$ cat src/sv/knsl_pkg.sv
// Shared types, codes and constants of the k-nearest sorted list unit.
package knsl_pkg;

  localparam int SLOTS     = 16;
  localparam int SLOT_W    = $clog2(SLOTS);
  localparam int DIST_BITS = 32;
  localparam int ID_BITS   = 32;
  localparam int CFG_W     = 7;
  localparam int IDX_W     = 2;

  localparam logic signed [DIST_BITS-1:0] DIST_MAX = {1'b0, {(DIST_BITS-1){1'b1}}};
  localparam logic [CFG_W-1:0] ZERO_SAT = 7'd127;
  localparam logic [CFG_W-1:0] DEF_ACTIVE_COUNT = 7'd16;

  // Action codes of an input item.
  localparam logic [1:0] ACT_INSERT = 2'd0;
  localparam logic [1:0] ACT_DUMP   = 2'd1;
  localparam logic [1:0] ACT_CLEAR  = 2'd2;

  // Configuration register indexes.
  localparam logic [IDX_W-1:0] REG_ACTIVE_COUNT = 2'd0;
  localparam logic [IDX_W-1:0] REG_NEG_ALLOWED  = 2'd1;
  localparam logic [IDX_W-1:0] REG_ZERO_GOAL    = 2'd2;

  typedef struct packed {
    logic [1:0]                  action;
    logic [ID_BITS-1:0]          neighbour_id;
    logic signed [DIST_BITS-1:0] distance;
  } in_item_t;

  typedef struct packed {
    logic [ID_BITS-1:0]          entry_id;
    logic signed [DIST_BITS-1:0] entry_distance;
    logic                        entry_valid;
    logic                        inserted;
    logic                        negative_error;
    logic                        zero_goal_reached;
    logic                        last;
  } res_item_t;

  // Classified command passed from the front to the back.
  typedef struct packed {
    logic [1:0]                  kind;
    logic [ID_BITS-1:0]          id;
    logic signed [DIST_BITS-1:0] distance;
    logic                        is_zero;
    logic                        neg_refused;
  } cmd_t;

  // Configuration seen by the back.
  typedef struct packed {
    logic [SLOT_W-1:0] last_slot;
    logic [CFG_W-1:0]  zero_goal;
    logic              list_reset;
  } back_cfg_t;

endpackage

$ cat src/sv/knsl_front.sv
// Front end: accepts items and classifies them into queue commands.
module knsl_front (
  input  logic               start,
  input  logic               full,
  input  knsl_pkg::in_item_t item,
  input  logic               negatives_allowed,
  output logic               push,
  output knsl_pkg::cmd_t     cmd
);
  import knsl_pkg::*;

  logic known;

  // The unused action code is dropped here and never reaches the queue.
  assign known = (item.action == ACT_INSERT) || (item.action == ACT_DUMP) ||
                 (item.action == ACT_CLEAR);
  assign push  = start && !full && known;

  always_comb begin
    cmd.kind        = item.action;
    cmd.id          = item.neighbour_id;
    cmd.distance    = item.distance;
    cmd.is_zero     = (item.distance == '0);
    cmd.neg_refused = item.distance[DIST_BITS-1] && !negatives_allowed;
  end

endmodule

$ cat src/sv/knsl_queue.sv
// Two-entry command queue between the front and the back.
module knsl_queue (
  input  logic           clk,
  input  logic           rst,
  input  logic           push,
  input  knsl_pkg::cmd_t push_cmd,
  input  logic           pop,
  output knsl_pkg::cmd_t head,
  output logic           full,
  output logic           empty
);
  import knsl_pkg::*;

  cmd_t       mem [2];
  logic       wr_ptr;
  logic       rd_ptr;
  logic [1:0] count;

  assign full  = (count == 2'd2);
  assign empty = (count == 2'd0);
  assign head  = mem[rd_ptr];

  always_ff @(posedge clk) begin
    if (push) begin
      mem[wr_ptr] <= push_cmd;
    end
  end

  always_ff @(posedge clk) begin
    if (rst) begin
      wr_ptr <= 1'b0;
      rd_ptr <= 1'b0;
      count  <= 2'd0;
    end else begin
      if (push) begin
        wr_ptr <= ~wr_ptr;
      end
      if (pop) begin
        rd_ptr <= ~rd_ptr;
      end
      if (push && !pop) begin
        count <= count + 2'd1;
      end else if (pop && !push) begin
        count <= count - 2'd1;
      end
    end
  end

endmodule

$ cat src/sv/knsl_back.sv
// Back end: compare-and-shift slot cells, dump sequencer and result register.
module knsl_back (
  input  logic                clk,
  input  logic                rst,
  input  knsl_pkg::back_cfg_t cfg,
  input  logic                have_cmd,
  input  knsl_pkg::cmd_t      cmd,
  output logic                pop,
  output knsl_pkg::res_item_t result,
  output logic                result_valid
);
  import knsl_pkg::*;

  logic signed [DIST_BITS-1:0] slot_distance [SLOTS];
  logic [ID_BITS-1:0]          slot_id       [SLOTS];
  logic [SLOTS-1:0]            slot_valid;

  logic signed [DIST_BITS-1:0] dist_next  [SLOTS];
  logic [ID_BITS-1:0]          id_next    [SLOTS];
  logic [SLOTS-1:0]            valid_next;

  logic [SLOTS-1:0] ge;
  logic [SLOTS-1:0] gt;
  logic             ins_ok;
  logic             dumping;
  logic [SLOT_W-1:0] idx;
  logic [SLOT_W-1:0] rd_idx;
  logic [CFG_W-1:0]  zero_count;
  logic [CFG_W-1:0]  zero_inc;
  logic              goal_hit;

  assign pop = have_cmd && !dumping;

  // Each cell compares its own slot against the candidate; the sorted order
  // makes ge a run of ones above the insertion point.
  always_comb begin
    for (int i = 0; i < SLOTS; i++) begin
      ge[i] = (slot_distance[i] >= cmd.distance);
      gt[i] = (slot_distance[i] > cmd.distance);
    end
  end

  assign ins_ok = !cmd.neg_refused && gt[cfg.last_slot];

  always_comb begin
    for (int i = 0; i < SLOTS; i++) begin
      dist_next[i]  = slot_distance[i];
      id_next[i]    = slot_id[i];
      valid_next[i] = slot_valid[i];
      if (SLOT_W'(i) <= cfg.last_slot && ge[i]) begin
        if (i == 0 || !ge[(i == 0) ? 0 : i - 1]) begin
          dist_next[i]  = cmd.distance;
          id_next[i]    = cmd.id;
          valid_next[i] = 1'b1;
        end else begin
          dist_next[i]  = slot_distance[(i == 0) ? 0 : i - 1];
          id_next[i]    = slot_id[(i == 0) ? 0 : i - 1];
          valid_next[i] = slot_valid[(i == 0) ? 0 : i - 1];
        end
      end
    end
  end

  assign zero_inc = zero_count + 7'd1;
  assign goal_hit = cmd.is_zero && (zero_count != ZERO_SAT) &&
                    (cfg.zero_goal != '0) && (zero_inc == cfg.zero_goal);
  assign rd_idx   = dumping ? idx : '0;

  always_ff @(posedge clk) begin
    if (rst || cfg.list_reset || (pop && cmd.kind == ACT_CLEAR)) begin
      for (int i = 0; i < SLOTS; i++) begin
        slot_distance[i] <= DIST_MAX;
        slot_id[i]       <= '0;
      end
      slot_valid <= '0;
    end else if (pop && cmd.kind == ACT_INSERT && ins_ok) begin
      for (int i = 0; i < SLOTS; i++) begin
        slot_distance[i] <= dist_next[i];
        slot_id[i]       <= id_next[i];
      end
      slot_valid <= valid_next;
    end
  end

  always_ff @(posedge clk) begin
    if (rst) begin
      dumping      <= 1'b0;
      idx          <= '0;
      zero_count   <= '0;
      result_valid <= 1'b0;
    end else begin
      result_valid <= 1'b0;
      if (dumping) begin
        result_valid <= 1'b1;
        if (idx == cfg.last_slot) begin
          dumping <= 1'b0;
        end else begin
          idx <= SLOT_W'(idx + 1'b1);
        end
      end else if (pop) begin
        unique case (cmd.kind)
          ACT_INSERT: begin
            result_valid <= 1'b1;
            if (cmd.is_zero && zero_count != ZERO_SAT) begin
              zero_count <= zero_inc;
            end
          end
          ACT_DUMP: begin
            result_valid <= 1'b1;
            if (cfg.last_slot != '0) begin
              dumping <= 1'b1;
              idx     <= SLOT_W'(1);
            end
          end
          ACT_CLEAR: begin
            zero_count <= '0;
          end
          default: begin
          end
        endcase
      end
    end
  end

  // Result payload; only meaningful while result_valid is high.
  always_ff @(posedge clk) begin
    if (dumping || (pop && cmd.kind == ACT_DUMP)) begin
      result.entry_id          <= slot_id[rd_idx];
      result.entry_distance    <= slot_distance[rd_idx];
      result.entry_valid       <= slot_valid[rd_idx];
      result.inserted          <= 1'b0;
      result.negative_error    <= 1'b0;
      result.zero_goal_reached <= 1'b0;
      result.last              <= (rd_idx == cfg.last_slot);
    end else if (pop && cmd.kind == ACT_INSERT) begin
      result.entry_id          <= cmd.id;
      result.entry_distance    <= cmd.distance;
      result.entry_valid       <= 1'b0;
      result.inserted          <= ins_ok;
      result.negative_error    <= cmd.neg_refused;
      result.zero_goal_reached <= goal_hit;
      result.last              <= 1'b1;
    end
  end

endmodule

$ cat src/sv/k_nearest_sorted_list_unit.sv
// Top level of the k-nearest sorted list unit: configuration registers and wiring.
// An insert passes the queue and the back's result register before its result strobes.
// Throughput: inserts and clears one per cycle unless a dump runs; a dump emits K results,
// during which the back holds, so the two-entry queue can fill and busy rise.
// Reset: the list is emptied, the zero count cleared and the registers take their defaults.
// The receiver cannot stall: each result is on the ports for exactly one cycle.
module k_nearest_sorted_list_unit (
  input  logic                       clk,
  input  logic                       rst,
  input  logic                       start,
  output logic                       busy,
  input  knsl_pkg::in_item_t         item,
  output knsl_pkg::res_item_t        result,
  output logic                       result_valid,
  input  logic                       cfg_write,
  input  logic [knsl_pkg::IDX_W-1:0] cfg_index,
  input  logic [knsl_pkg::CFG_W-1:0] cfg_data
);
  import knsl_pkg::*;

  logic [CFG_W-1:0] active_count;
  logic             negatives_allowed;
  logic [CFG_W-1:0] zero_goal;
  back_cfg_t        bcfg;

  logic push;
  logic pop;
  logic full;
  logic empty;
  cmd_t push_cmd;
  cmd_t head;

  always_ff @(posedge clk) begin
    if (rst) begin
      active_count      <= DEF_ACTIVE_COUNT;
      negatives_allowed <= 1'b0;
      zero_goal         <= '0;
    end else if (cfg_write) begin
      unique case (cfg_index)
        REG_ACTIVE_COUNT: active_count      <= cfg_data;
        REG_NEG_ALLOWED:  negatives_allowed <= cfg_data[0];
        REG_ZERO_GOAL:    zero_goal         <= cfg_data;
        default: begin
        end
      endcase
    end
  end

  // A count of zero behaves as one, and counts above the slot total as the total.
  always_comb begin
    if (active_count == '0) begin
      bcfg.last_slot = '0;
    end else if (active_count > CFG_W'(SLOTS)) begin
      bcfg.last_slot = SLOT_W'(SLOTS - 1);
    end else begin
      bcfg.last_slot = SLOT_W'(active_count - 7'd1);
    end
    bcfg.zero_goal  = zero_goal;
    bcfg.list_reset = cfg_write && (cfg_index == REG_ACTIVE_COUNT);
  end

  assign busy = full;

  knsl_front u_front (
    .start             (start),
    .full              (full),
    .item              (item),
    .negatives_allowed (negatives_allowed),
    .push              (push),
    .cmd               (push_cmd)
  );

  knsl_queue u_queue (
    .clk      (clk),
    .rst      (rst),
    .push     (push),
    .push_cmd (push_cmd),
    .pop      (pop),
    .head     (head),
    .full     (full),
    .empty    (empty)
  );

  knsl_back u_back (
    .clk          (clk),
    .rst          (rst),
    .cfg          (bcfg),
    .have_cmd     (!empty),
    .cmd          (head),
    .pop          (pop),
    .result       (result),
    .result_valid (result_valid)
  );

endmodule

$ cat config.mk
export PLATFORM = sky130hd
export DESIGN_NAME = k_nearest_sorted_list_unit
export DESIGN_NICKNAME = d
export VERILOG_FILES = /design/src/sv/knsl_pkg.sv /design/src/sv/knsl_front.sv /design/src/sv/knsl_queue.sv /design/src/sv/knsl_back.sv /design/src/sv/k_nearest_sorted_list_unit.sv
export SDC_FILE = /design/constraint.sdc
export NUM_CORES = 2
export LEC_CHECK = 0
export BUFFER_PORTS_ARGS = -buffer_cell sky130_fd_sc_hd__clkbuf_2
export CAP_MARGIN = 20
export CORE_MARGIN = 2
export CORE_UTILIZATION = 55
export CTS_BUF_LIST = sky130_fd_sc_hd__clkbuf_4 sky130_fd_sc_hd__clkbuf_8
export DETAILED_ROUTE_END_ITERATION = 8
export GPL_ROUTABILITY_DRIVEN = 0
export PLACE_DENSITY = 0.71
export REMOVE_ABC_BUFFERS = 1
export SLEW_MARGIN = 20
export SYNTH_ARGS = -nofsm -noshare
export SYNTH_HDL_FRONTEND = slang
export SYNTH_SLANG_ARGS = --single-unit
$ cat constraint.sdc
create_clock -name clk -period 14 [get_ports clk]
set_input_delay 2.8 -clock clk [delete_from_list [all_inputs] [get_ports clk]]
set_output_delay 2.8 -clock clk [all_outputs]
set_load 0.1 [all_outputs]
# After elaboration in Yosys (flattened, before gate mapping)
# Memories as Yosys holds them, arrays and structs flattened. A register that Yosys moved wholly into a read port is not among the register bits.
# Index checks and enable logic that the tools add are counted.
# op_classes
n_addsub,5
n_eq_ne,14
n_mux,144
reduce_logical,80
bitwise_logic,35
magnitude_cmp,51
# op_table
op,n
2-to-1 mux 32 bit,94
greater-or-equal comparator 32 bit,16
greater-than comparator 32 bit,16
2-to-1 mux 69 bit,2
AND reduction 2 bit,20
2-to-1 mux 1 bit,34
less-or-equal comparator 4 bit (first input constant),8
zero test 32 bit,1
2-to-1 mux 4 bit,8
OR 1 bit,32
logical AND 1 bit,31
less-or-equal comparator 3 x 4 -> 1 bit (first input constant),4
one-hot mux 7 bit (2 select lines),1
nonzero test 2 bit,6
less-than comparator 4 x 5 -> 1 bit (second input constant),2
binary-select mux 1 bit (select 4 bit),2
== test 2 bit (second input constant),4
== test 4 bit,2
less-or-equal comparator 1 x 4 -> 1 bit (first input constant),2
less-or-equal comparator 2 x 4 -> 1 bit (first input constant),2
zero test 2 bit,4
AND reduction 4 bit,2
adder 7 x 1 -> 7 bit (second input constant),1
== test 7 bit,1
19 further kinds,34
# word_totals
mem_count,3
register_bits,117
mem_bits_rw,1160
# mem_list
memory,words,word_bits,read_ports,rd_clocked_by_memory_dff,write_ports,line,text
u_back.slot_distance,16,32,17,0,16,knsl_back.sv:14,logic signed [DIST_BITS-1:0] slot_distance [SLOTS];
u_back.slot_id,16,32,16,0,16,knsl_back.sv:15,logic [ID_BITS-1:0] slot_id [SLOTS];
u_queue.mem,2,68,1,1,1,knsl_queue.sv:14,cmd_t mem [2];

# Depth between registers and ports, before layout
# logic_depth
word_depth,12
mapped_depth,20
mapped_depth_nobuf,13

# Hierarchy
# Synthesis repeated with hierarchy kept, for this count alone.
# unflattened
cells_unflattened,7458
area_unflattened_um2,77257.8
# modules_own_cells
mod,n_inst,area_per_inst_um2,cells_per_inst
knsl_back,1,70796.6,7079
knsl_queue,1,5202.5,234
k_nearest_sorted_list_unit,1,654.4,65
knsl_front,1,604.3,80

# Worst setup path before layout
# Ideal clock, no wire load.
# synth_path
path_type,register to register
from,register (tool-made name)
to,memory u_back.slot_distance[0][0] (enable)
n_path_buf,4
stages_incl_launch_ff,17
setup_slack_ns,3.588
synth_period_minus_slack_ns,10.412
setup_ns,0.574
t_arrival_ns,9.837
t_required_ns,13.426
cell_sequence,dfxtp_1 -> buf_2 -> buf_1 -> clkbuf_1 -> mux2i_1 -> clkbuf_1 -> ha_1 -> a21oi_1 -> nand2_1 -> a221oi_1 -> o211ai_1 -> a2111oi_1 -> mux2_1 -> a221o_1 -> a211oi_4 -> nand2_1 -> o21ai_0
# synth_lines
item,line
"end, declared",knsl_back.sv:14

==> Implementation_results.wiki <==
{| class="wikitable"
! Metric !! Value
|-
| Run status || finished clean
|-
| Routed WL per cell || approximately 26 um
|-
| Buffers & Inverters on Critical Path || 4
|-
| Total overflow reported by the global router || 0
|-
| Arrival @ worst endpoint || roughly 9400 ps
|-
| Global routing usage on met1 || 0.4374
|-
| Hold buffer count at CTS || 0
|-
| Count of clock tree sinks || around 1300
|-
| Overall power of the completed layout || between 0.015 and 0.02 W
|-
| Seq cells post-synth || approximately 1300
|-
| Total half-perimeter wirelength after legalization and detailed placement || 151600 um
|-
| Area occupied by multi-input gates || 35730 sq um
|-
| Total Neg Setup Slack || 0 ps
|-
| Clk_skew || between 60 and 70 ps
|-
| Crit end category || flop
|-
| Number of setup buffers added after CTS || 0
|-
| Crit-path max FO || 86
|-
| Worst-skew pair later-pin latency || 1000 ps
|-
| Max_slew headroom || 0.1718
|-
| Post-route cell area || slightly above 80000 sq um
|-
| Filler instances || ~11000
|-
| CTS tree || built
|-
| Count of buffers inserted at the top-level ports || 149
|-
| Root Driver || clkbuf_8
|-
| Placed standard-cell area || approximately 80000 sq um
|-
| Antenna violations before repair || 7
|-
| Prevailing post-synth register cell || edfxtp_1
|-
| Total number of vias || ~63000
|-
| First-pass GRT wire length || about 360000 um
|-
| Count of maximum capacitance violations || 0
|-
| Startpoint types || flop
|-
| Placed cell count || roughly 8900
|-
| Synth-to-Final Area Change || 9.255%
|-
| Max-slew violation total from the final report || 0
|-
| EDFF count, synth || between 1000 and 1500
|-
| Number of buffers on the longest clock path || 3
|-
| Met2 usage in global routing || 0.5219
|-
| Critical-path cell list || buf_4, mux2i_4, buf_4, ha_1, nand4_1, nor4_1, o21ai_0, a31oi_1, o31ai_1, o21ai_0, nand4_1, a211oi_4, nand3_4, buf_4, buf_4, a211oi_1
|-
| Required time of the critical path || between 10000 and 15000 ps
|-
| Area of the core region || approximately 140000 sq um
|-
| Count of standard-cell rows || 135
|-
| Worst-margin pin slew || ~1200 ps
|-
| Number of antenna-violating nets in the routed design || 0
|-
| Synthesis Warnings || 0
|-
| FMAX || around 0.12 GHz
|-
| Number of nets in the layout || 7932
|-
| Total count of hold-check failures in the final report || 0
|-
| Sequential share of the synthesized area || 0.5024
|-
| Count of placed standard cells in the final layout, fillers left out || between 9000 and 10000
|-
| DRC viols || 0
|-
| Unrepaired setup endpoints after global routing || false
|-
| Die width || 374.1 um
|-
| Worst-path cell with the longest stage delay || nand3_4
|-
| Netlist Area Pre-Place || between 70000 and 80000 sq um
|-
| Cell count after synthesis || around 7400
|-
| Startpoint-to-endpoint class of the critical path || flop to flop
|-
| Busiest layer in global routing || met2
|-
| Worst vdd rail ir drop || between 200 and 300 uV
|-
| Kind of cell with the highest combined delay on the critical path || buffers and inverters
|-
| Total Routed Length || between 200000 and 250000 um
|-
| Area fraction of the dominant cell type after synthesis || 0.4886
|-
| Distinct cell type count of the synthesized netlist || between 70 and 80
|-
| Average cell area after synthesis || approximately 10 sq um
|-
| Leading cell type in the layout, fill and taps excluded || edfxtp_1
|-
| FF/Latch Area || between 30000 and 40000 sq um
|-
| Count of final setup violators || 0
|-
| Global Route met3 Usage || 0.07479
|-
| Fraction of layout cells with a size suffix above 1 || 0.1262
|-
| CTS buffer count || 217
|-
| Number of iterations in the first detailed-routing pass || 6
|-
| Number of global-route vias before repair || between 60000 and 70000
|-
| Share of async-settable or async-resettable flops after synthesis || 0
|-
| Delay of the slowest cell on the worst path || 870 ps
|-
| Top library cells by usage in the layout, fill and taps aside || 1226 x edfxtp_1, 952 x nand2_1, 884 x nor2_1, 668 x a21oi_1, 570 x a211oi_1
|-
| Overall routing resource usage || 0.3359
|-
| Number of top-level pins || 150
|-
| Largest cells by area after synthesis || edfxtp_1 49%, ha_1 8.6%, a211oi_1 5.7%
|-
| Cell taking the most area after synthesis || edfxtp_1
|-
| Largest net degree at the start of global routing || 209
|-
| Lkg Pwr || about 28 nW
|-
| Total Die Area || 140000 sq um
|-
| Worst min path class || flop to flop
|-
| Power density over cell area || between 200 and 250 nW/um^2
|-
| Number of cells upsized or downsized after cts || 0
|-
| H-tree depth reported by CTS || 4
|-
| Final period util || 0.6143
|-
| Clock slew seen by the registers of the worst setup and hold paths || ~60 ps
|-
| Via/cell ratio || 6.730
|-
| Die height || approximately 370 um
|-
| Starting DRC count in detailed routing || about 7600
|-
| Initial core utilization || 0.5555
|-
| Final critical delay including setup and external delays || around 8600 ps
|-
| Most frequent cell on the critical path || buf_4
|}
## tightest hold or removal path, delay by kind of cell (launching register included)
| kind | cells | cell delay (ps) |
|---|---|---|
| flip-flops | 1 | 310 |
| multiplexers | 1 | 50 |
| AND/OR/NAND/NOR | 1 | 60 |
## cell type report
cell class | instances | share of cell area
antenna | 2 | 0.00006080
clock buffer | 306 | 0.04501
clock inverter | 94 | 0.006460
inverter | 45 | 0.002067
multi-input combinational | 5491 | 0.4341
sequential | 1278 | 0.4601
tap | 1781 | 0.02707
timing repair buffer | 304 | 0.02513
## report_power, final
| group | switching (W) | internal [W] | total [W] |
|---|---|---|---|
| combinational | 0.00675 | 0.00262 | 0.00937 |
| clock | 0.00163 | 0.00173 | 0.00336 |
| sequential | 0.000608 | 0.00554 | 0.00615 |
| total | 0.00898 | 0.00989 | 0.0189 |
## cell usage after synthesis, types with 8 or more instances
master     count
dfxtp_1       52
nor2_1       890
nand2b_1      11
a221oi_1      16
nand3_1       63
a31oi_1       78
a21o_1        38
o21a_1         8
a21oi_1      669
a21boi_0       9
and2_1        14
buf_1         32
nand4_1      105
buf_2         70
a2111oi_0      9
xor2_1        13
inv_1         45
mux2_2       192
nand2_1      966
and3_1        15
nor4_1        31
and4_1        14
a211oi_1     571
xnor2_1       13
nor3_1        41
o22ai_1      130
nor2b_1       90
ha_1         516
edfxtp_1    1226
clkbuf_1     509
o211ai_1     304
mux2i_1      215
o21ai_0      344
o31ai_1        8
or3_1         10
## sequential cells by signal (all words and copies together), names as in the netlist, named ones only
register              count
u_queue.wr_ptr            1
active_count              7
u_queue.mem             136
negatives_allowed         1
u_back.dumping            1
u_back.zero_count         7
u_back.slot_distance    512
u_back.idx                4
u_back.result_valid       1
u_back.result            69
zero_goal                 7
u_back.slot_id          512
u_queue.rd_ptr            1
u_queue.count             2
u_back.slot_valid        16
## logic make-up after synthesis
group	Yosys count	share of synthesized area
AO/OA/AOI/OAI	2252	0.1892
XOR/XNOR	26	0.003022
adder cells (fa/ha/maj)	516	0.08569
buffers and inverters	656	0.03384
flip-flops	1278	0.5024
multiplexers	410	0.05801
AND/OR/NAND/NOR	2287	0.1278
## routing by layer
| layer | up-vias | part of all wire |
|---|---|---|
| li1 | 27978 | - |
| met1 | 30024 | 0.39 |
| met2 | 3840 | 0.45 |
| met3 | 749 | 0.11 |
| met4 | 6 | 0.056 |
| met5 | - | 0.00020 |
## final timing paths
path / from / end / slack (ps) / depth (start not counted)
worst min register to register: u_back.slot_valid[2] / u_back.slot_valid[2] / 470 / 2
worst max register to register: flop / u_back.slot_id[5][8] / 5400 / 16
worst max-delay path: flop / u_back.slot_id[5][8] / 5400 / 16
worst min-delay path: u_back.slot_valid[2] / u_back.slot_valid[2] / 470 / 2
## per-stage QoR
step                      utilization  hold WS, ps  setup WS [ps]
after floorplan                     -        434.7         -17800
after global placement         0.5749        452.6           5854
after detailed placement       0.5751        459.0           5731
after CTS                      0.6063        473.4           5694
after global routing           0.6069        499.8           5185
final                          0.6069        472.1           5399
(Power assumes the default switching activity.)
